<file path="config.mk">
export PLATFORM = sky130hd
export DESIGN_NAME = tsg_front
export DESIGN_NICKNAME = d
export VERILOG_FILES = /design/src/rtl/tsg_pkg.sv /design/src/rtl/tsg_front.sv
export SDC_FILE = /design/constraint.sdc
export NUM_CORES = 1
export LEC_CHECK = 0
export BUFFER_PORTS_ARGS = -buffer_cell sky130_fd_sc_hd__buf_2
export CORE_UTILIZATION = 43
export DETAILED_ROUTE_END_ITERATION = 10
export HOLD_SLACK_MARGIN = 0.03
export PLACE_DENSITY = 0.75
export SLEW_MARGIN = 20
export SYNTH_ARGS = -nofsm -noshare
export SYNTH_HDL_FRONTEND = slang
export SYNTH_SLANG_ARGS = --single-unit
</file>
<file path="constraint.sdc">
create_clock -name clock -period 2.8 [get_ports clock]
set_input_delay 0.56 -clock clock [delete_from_list [all_inputs] [get_ports clock]]
set_output_delay 0.56 -clock clock [all_outputs]
set_load 0.02 [all_outputs]
</file>
<file path="src/rtl/tsg_pkg.sv">
`default_nettype none
// ----------------------------------------------------------------------------
// tsg_pkg
// Shared types, codes and helpers of the turtle segment generator.
// ----------------------------------------------------------------------------
package tsg_pkg;

   localparam int          STACK_DEPTH_DEFAULT     = 32;
   localparam int          FLOWER_SEGMENTS_DEFAULT = 8;

   localparam logic [63:0] SYMBOL_CODES_RESET  = 64'd6727107001848981062;
   localparam logic [23:0] STEP_LENGTH_RESET   = 24'd65536;
   localparam logic [15:0] TURN_ANGLE_RESET    = 16'd4551;
   localparam logic [23:0] FLOWER_RADIUS_RESET = 24'd32768;
   localparam logic [15:0] HEADING_RESET       = 16'd16384;
   localparam logic [17:0] STEM_FRAC           = 18'd39322;

   typedef enum logic [1:0] {
      CSR_SYMBOL_CODES  = 2'd0,
      CSR_STEP_LENGTH   = 2'd1,
      CSR_TURN_ANGLE    = 2'd2,
      CSR_FLOWER_RADIUS = 2'd3
   } csr_index_type;

   typedef enum logic [3:0] {
      CMD_DRAW   = 4'd0,
      CMD_MOVE   = 4'd1,
      CMD_FLOWER = 4'd2,
      CMD_LEFT   = 4'd3,
      CMD_RIGHT  = 4'd4,
      CMD_AROUND = 4'd5,
      CMD_PUSH   = 4'd6,
      CMD_POP    = 4'd7,
      CMD_NONE   = 4'd8
   } cmd_type;

   typedef struct packed {
      logic               start_word;
      cmd_type            cmd;
      logic               has_scale;
      logic signed [15:0] length_scale;
   } item_type;

   typedef enum logic [2:0] {
      ST_IDLE,
      ST_LEN,
      ST_TRIG,
      ST_PROJ,
      ST_NEXT,
      ST_POP
   } state_type;

   // clamp a 37-bit signed sum to the signed 32-bit range
   function automatic logic signed [31:0] sat32(input logic signed [36:0] v);
      logic signed [31:0] r;
      if (&v[36:31] || ~|v[36:31]) begin
         r = v[31:0];
      end else if (v[36]) begin
         r = 32'sh8000_0000;
      end else begin
         r = 32'sh7FFF_FFFF;
      end
      return r;
   endfunction

endpackage
`default_nettype wire

</file>
<file path="src/rtl/tsg_front.sv">
`default_nettype none
// ----------------------------------------------------------------------------
// tsg_front
// Decode letters into commands and hold them in a two-entry queue.
// ----------------------------------------------------------------------------
module tsg_front
   import tsg_pkg::*;
(
   input  wire logic               clock,
   input  wire logic               reset,
   input  wire logic [63:0]        symbol_codes,
   input  wire logic               req_valid,
   output      logic               req_stall,
   input  wire logic               req_start_word,
   input  wire logic [7:0]         req_letter,
   input  wire logic               req_has_scale,
   input  wire logic signed [15:0] req_length_scale,
   output      logic               q_valid,
   output      item_type           q_item,
   input  wire logic               q_pop
);

   item_type   slot_ff [2];
   item_type   slot_in;
   logic       wr_ptr_ff, wr_ptr_in;
   logic       rd_ptr_ff, rd_ptr_in;
   logic [1:0] cnt_ff, cnt_in;
   cmd_type    cmd;
   logic       push;

   // lowest matching byte wins
   always_comb begin
      cmd = CMD_NONE;
      for (int i = 7; i >= 0; i--) begin
         if (symbol_codes[8*i +: 8] == req_letter) begin
            cmd = cmd_type'(4'(i));
         end
      end
   end

   assign req_stall = (cnt_ff == 2'd2);
   assign q_valid   = (cnt_ff != 2'd0);
   assign q_item    = slot_ff[rd_ptr_ff];

   always_comb begin
      slot_in.start_word   = req_start_word;
      slot_in.cmd          = cmd;
      slot_in.has_scale    = req_has_scale;
      slot_in.length_scale = req_length_scale;
      // drop unknown letters that carry no start flag
      push      = req_valid && !req_stall && (cmd != CMD_NONE || req_start_word);
      wr_ptr_in = push ? ~wr_ptr_ff : wr_ptr_ff;
      rd_ptr_in = q_pop ? ~rd_ptr_ff : rd_ptr_ff;
      cnt_in    = cnt_ff + 2'(push) - 2'(q_pop);
   end

   always_ff @(posedge clock) begin
      if (reset) begin
         wr_ptr_ff <= 1'b0;
         rd_ptr_ff <= 1'b0;
         cnt_ff    <= 2'd0;
      end else begin
         wr_ptr_ff <= wr_ptr_in;
         rd_ptr_ff <= rd_ptr_in;
         cnt_ff    <= cnt_in;
      end
      if (push) begin
         slot_ff[wr_ptr_ff] <= slot_in;
      end
   end

endmodule
`default_nettype wire

</file>
==> results.toml, run 1 <==
[yosys]
synth_top_cell_area_share_pct = 47.6
ys_seq_area_share_pct = 51.2
synth_edf_count = 44
yosysMostFrequentCell = "edfxtp_1"
synthFlopType = "edfxtp_1"
yosysWarnings = 0
synth.distinct_cells = 33
syn_nets = 302
async_flop_share_pct = 0
synthCells = 206
syn_area_per_cell_um2 = 13.5
synth_area_leaders = "edfxtp_1 48%, xnor2_1 11%, xor2_1 10%"
synth_top_cell_by_area = "edfxtp_1"
synth-seq-cells = 49
netlist_area_mm2 = 0.00278
synth_common_cells = "44 x edfxtp_1, 34 x xnor2_1, 33 x xor2_1, 22 x mux2_2, 10 x nor2_1"

[cts]
htree_levels = 2
hold_buffers = 0
post_cts_buffers = 0
numCtsBuffers = 5
cts_sinks = 49
clockRootBuffer = "clkbuf_8"
postCtsResizedCells = 0
clkLatencyLatePin_ns = 0.29
cts_tree = "built"
clock_path_buffers = 2
clk_pin_slew_ns = 0.09

[final_layout]
nNetsFinal = 422
ff_latch_area_mm2 = 0.00142
antennaDiodeCount = 0
multi_input_area_mm2 = 0.00125
final_area_mm2 = 0.00352
drive_gt1_share_pct = 51.1
instances_no_fill = 402
final_util_pct = 58.1
syn_to_final_growth_pct = 26.9
nFillCells = 508

[power_and_ir_drop]
p_total_uw = 1740
power.leakage_uw = 0.00143
p_switching_uw = 489
pwr-share-clk_pct = 23.1
switching_share_pct = 28.1
pwr-share-comb_pct = 26.2
peakVddDrop_uv = 347
sequentialPowerShare_pct = 50.7
intPower_uw = 1250
p_per_area_mw_per_mm2 = 494

[hold_path]
min_from = "req_length_scale[3]"
worstHoldPathCells = 1
hold_class = "input pin to flop"
min_to = "slot_ff[1][3]"

[detailed_routing]
vias = 1967
drtIter0Drc = 45
viasPerCell = 4.89
drt_wl_total_um = 5390
ant_nets = 0
dr.pass1.iters = 4
wl_per_cell_um = 13.4
post-route-drc-count = 0

[setup_path]
crit_family = "simple AND/OR/NAND/NOR gates"
cp.buffers_inverters = 2
r2r_end = "cnt_ff[1]"
worst-endpoint-required_ns = 3.00
start_kind = "input pin"
path_cells = "buf_2 > xor2_1 > nor4_1 > nand2_1 > nand4bb_4 > o311ai_2 > ha_1 > inv_1 > ha_1 > xor2_1 > xnor2_1 > nor2_1"
worstSetupPathType = "input pin to flop"
r2r_start = "cnt_ff[0]"
crit_arrival_ns = 2.63
crit_path_max_incr_delay_ns = 0.43
reg2reg_depth = 8
cp_slowest_cell = "nor4_1"
r2r_slack_ns = 1.17
cp_max_fo = 8
end_kind = "flop"

[floorplan]
core_mm2 = 0.00606
rows = 28
start_util_pct = 45.8
dieArea_mm2 = 0.00678
die_w_um = 82.4
die_h_um = 82.4
pin_count = 118

[place]
placed_area_mm2 = 0.00343
port_buffers = 117
dp.cells = 394
place_congestion = 0.803
dpl.hpwl_um = 4410

[timing]
setup_viol = 0
rsz0062_at_grt = "false"
fmax_mhz = 411
post-route-period-util_pct = 87.0
final_max_slew_viol_count = 0
fin_worst_skew_ns = 0.00574
fin_crit_ns = 2.43
max_slew_margin_pct = 71.8
worst_slew_pin_slew_ns = 0.419
hold_viol = 0
whs_ns = 0.448

[grt]
track_usage_pct = 16.4
antenna_found_initial = 0
first_global_vias = 1868
grt_max_degree = 23
grt_pass1_wl_um = 8250
grt.overflow.total = 0

[status]
status = "complete, no violations"

[job]
max-cap-violations = 0
-- how the worst max path moves through the flow --
| stage | from | end | depth (start not counted) |
|---|---|---|---|
| 2_1_floorplan | req_letter[5] | slot_ff[0][0] | 7 |
| 3_3_place_gp | req_letter[5] | cnt_ff[1] | 13 |
| 3_5_place_dp | req_letter[5] | cnt_ff[1] | 13 |
| 4_1_cts | req_letter[5] | cnt_ff[1] | 13 |
| 5_1_grt | req_letter[5] | cnt_ff[1] | 13 |
| 6_report | req_letter[1] | cnt_ff[1] | 12 |
-- cells by family after synthesis --
group / Yosys count / synth area share (%)
flip-flops: 49 / 51.2
AO/OA/AOI/OAI: 9 / 2.75
XOR/XNOR: 67 / 21.1
buffers and inverters: 14 / 4.06
AND/OR/NAND/NOR: 43 / 11.0
multiplexers: 22 / 8.92
adder cells (fa/ha/maj): 2 / 0.901
-- metal layers --
layer,routed length (um),part of all wire (%),global-route usage (%)
met3,352,6.5,3.63
met4,57,1.1,4.74
met5,0,0,0
met2,2730,51,29.3
met1,2250,42,19.7
-- worst reg2reg max path, stage by stage, from the launching register on --
cell and delay, ns:
dfxtp_1 0.35, nand2b_1 0.20, o311ai_2 0.15, ha_1 0.29
inv_1 0.04, ha_1 0.17, xor2_1 0.16, xnor2_1 0.13
nor2_1 0.05
-- stage by stage --
stage	worst slack, ns	TNS, ns
after floorplan	-0.130	-5.74
after global placement	0.0440	0
after detailed placement	0.0288	0
after CTS	0.348	0
after global routing	0.229	0
final	0.365	0
-- flip-flops by register name, indices dropped and copies added, names as in the netlist, named ones only --
name,flops
wr_ptr_ff,1
cnt_ff,2
slot_ff,44
rd_ptr_ff,1
-- power by group through the flow --
stage	clock (uW)	sequential (uW)	combinational, uW
finish	402	883	456
detailed placement	0	900	461
global route	444	890	501
global placement	0	897	457
CTS	413	884	463
floorplan	0	892	299
-- placed cells by master, fill, tap and decap left out, types with 2 or more instances in the layout --
| master | instances |
|---|---|
| buf_2 | 117 |
| edfxtp_1 | 44 |
| xnor2_1 | 34 |
| xor2_1 | 33 |
| mux2_2 | 22 |
| nor2_1 | 8 |
| nand4_1 | 7 |
| nor4_1 | 6 |
| nand2_1 | 5 |
| dfxtp_1 | 5 |
| clkbuf_8 | 5 |
| inv_1 | 4 |
| buf_4 | 4 |
| nor4_2 | 2 |
| nand4_2 | 2 |
| a21oi_1 | 2 |
| nand2b_1 | 2 |
| nor2_2 | 2 |
| ha_1 | 2 |
| buf_12 | 2 |
-- area by class of cell --
type	instances	share of cell area, %
multi-input combinational	143	35.4
timing repair buffer	123	18.6
tap	75	2.66
clock buffer	5	1.95
inverter	4	0.426
sequential	49	40.3
clock inverter	3	0.604
No activity file was read; power rests on OpenSTA's default activity.
==> run 2, diff against run 1 <==
--- a/config.mk
+++ b/config.mk
@@ -6,6 +6,7 @@
 export NUM_CORES = 1
 export LEC_CHECK = 0
 export BUFFER_PORTS_ARGS = -buffer_cell sky130_fd_sc_hd__buf_2
+export CORE_MARGIN = 5
 export CORE_UTILIZATION = 43
 export DETAILED_ROUTE_END_ITERATION = 10
 export HOLD_SLACK_MARGIN = 0.03
@@ -14,3 +15,4 @@
 export SYNTH_ARGS = -nofsm -noshare
 export SYNTH_HDL_FRONTEND = slang
 export SYNTH_SLANG_ARGS = --single-unit
+export TNS_END_PERCENT = 100
==> run 2 against run 1 <==
  * First-iteration DRC count grew 20%
  * Die area grew 20%
  * Sequential power down 0.6%
  * Clock skew rose by 0.0035 ns
  * Register-to-register slack lost 0.02 ns
  * Cell area about the same
  * Non-clock buffer count is the same
  * Cell count increased by 0.50%
  * Sequential cell count unchanged
  * Combinational power up 2%
  * Sequential share of layout area barely moved
  * Critical path type unchanged
  * Critical endpoint unchanged
  * Highest routed layer unchanged
==> results.toml, run 2 (synthesis results as in run 1) <==
[floorplan]
pin_count = 118
rows = 29
start_util_pct = 44.0
die_w_um = 90.4
core_mm2 = 0.00631
die_h_um = 90.4
dieArea_mm2 = 0.00816

[power_and_ir_drop]
power.leakage_uw = 0.00143
p_per_area_mw_per_mm2 = 493
peakVddDrop_uv = 383

[cts]
clock_path_buffers = 2
clockRootBuffer = "clkbuf_8"
postCtsResizedCells = 0
numCtsBuffers = 5
cts_tree = "built"
hold_buffers = 0
clkLatencyLatePin_ns = 0.30
clk_pin_slew_ns = 0.09
cts_sinks = 49
post_cts_buffers = 0
htree_levels = 2

[setup_path]
worst-endpoint-required_ns = 3.00
end_kind = "flop"
r2r_end = "cnt_ff[1]"
cp-startpoint = "req_letter[1]"
r2r_start = "cnt_ff[0]"
worstSetupPathType = "input pin to flop"
cp_max_fo = 8
reg2reg_depth = 8
start_kind = "input pin"
r2r_slack_ns = 1.15
crit_arrival_ns = 2.65

[final_layout]
largest_reg_flops = 44
instances_no_fill = 404
final_common_cell = "buf_2"
syn_to_final_growth_pct = 26.9
final_area_mm2 = 0.00352
regMostFlops = "slot_ff"
antennaDiodeCount = 0
final_cell_mix = "117 x buf_2, 44 x edfxtp_1, 34 x xnor2_1, 33 x xor2_1, 22 x mux2_2"
nNetsFinal = 422
largestRegisters = "slot_ff (44), cnt_ff (2)"
drive_gt1_share_pct = 50.8

[timing]
hold_viol = 0
fin_ws_ns = 0.350
fin_worst_skew_ns = 0.00928
final_max_slew_viol_count = 0
worst_slew_pin_slew_ns = 0.426
setup_viol = 0
fmax_mhz = 408
max_slew_margin_pct = 71.3
fin_crit_ns = 2.45
post-route-period-util_pct = 87.5
rsz0062_at_grt = "false"

[grt]
antenna_found_initial = 0
grt.overflow.total = 0
first_global_vias = 2068
grt_pass1_wl_um = 9630
track_usage_pct = 14.5
grt_max_degree = 23

[detailed_routing]
ant_nets = 0
drt_wl_total_um = 5970
viasPerCell = 4.86
wl_per_cell_um = 14.8
post-route-drc-count = 0
dr.pass1.iters = 4
vias = 1965
drtIter0Drc = 54

[status]
status = "complete, no violations"

[place]
dpl.hpwl_um = 4830
placed_area_mm2 = 0.00344
place_congestion = 0.783
dp.cells = 396
place_ws_ns = 0.0238
port_buffers = 117

[hold_path]
min_from = "req_length_scale[5]"
hold_class = "input pin to flop"
worstHoldPathCells = 1
min_to = "slot_ff[0][5]"

[job]
max-cap-violations = 0
==> run 2: metrics by stage <==
step / utilization (%) / TNS (ns) / power (uW) / hold WS, ns
2_1_floorplan: - / -5.74 / 1190 / 0.480
3_3_place_gp: 54.4 / 0 / 1360 / 0.497
3_5_place_dp: 54.4 / 0 / 1370 / 0.501
4_1_cts: 55.8 / 0 / 1760 / 0.436
5_1_grt: 55.8 / 0 / 1840 / 0.428
6_report: 55.8 / 0 / 1740 / 0.448
==> run 2: critical path, cell delays in order <==
cell and delay (ns):
buf_2 0.18, xor2_1 0.16, nor4_1 0.44, nand2_1 0.18, nand4b_4 0.14, o311ai_2 0.12
ha_1 0.29, inv_1 0.04, ha_1 0.17, xor2_1 0.17, xnor2_1 0.14, nor2_1 0.05
==> run 2: how the worst max path moves through the flow <==
stage                                to  cells past startpoint
after floorplan           slot_ff[0][0]                      7
after global placement        cnt_ff[1]                     12
after detailed placement      cnt_ff[1]                     13
after CTS                     cnt_ff[1]                     13
after global routing          cnt_ff[1]                     12
final                         cnt_ff[1]                     12
==> run 2: area by class of cell <==
type                       count  area (um2)
fill                         535        2790
inverter                       4        15.0
clock buffer                   6        72.6
tap                           77        96.3
clock inverter                 2        13.8
multi-input combinational    143        1250
sequential                    49        1420
timing repair buffer         123         656
==> run 2: per-layer routing <==
metal / up-vias / track usage (%) / part of all wire [%]
li1: 976 / - / -
met1: 903 / 17.2 / 40
met2: 79 / 25.5 / 52
met3: 7 / 3.83 / 7.3
met4: 0 / 4.84 / 1.4
met5: - / 0 / 0
==> run 2: power breakdown <==
group / switching, uW / internal [uW]
Clock: 217 / 178
Sequential: 18.6 / 860
Combinational: 247 / 216
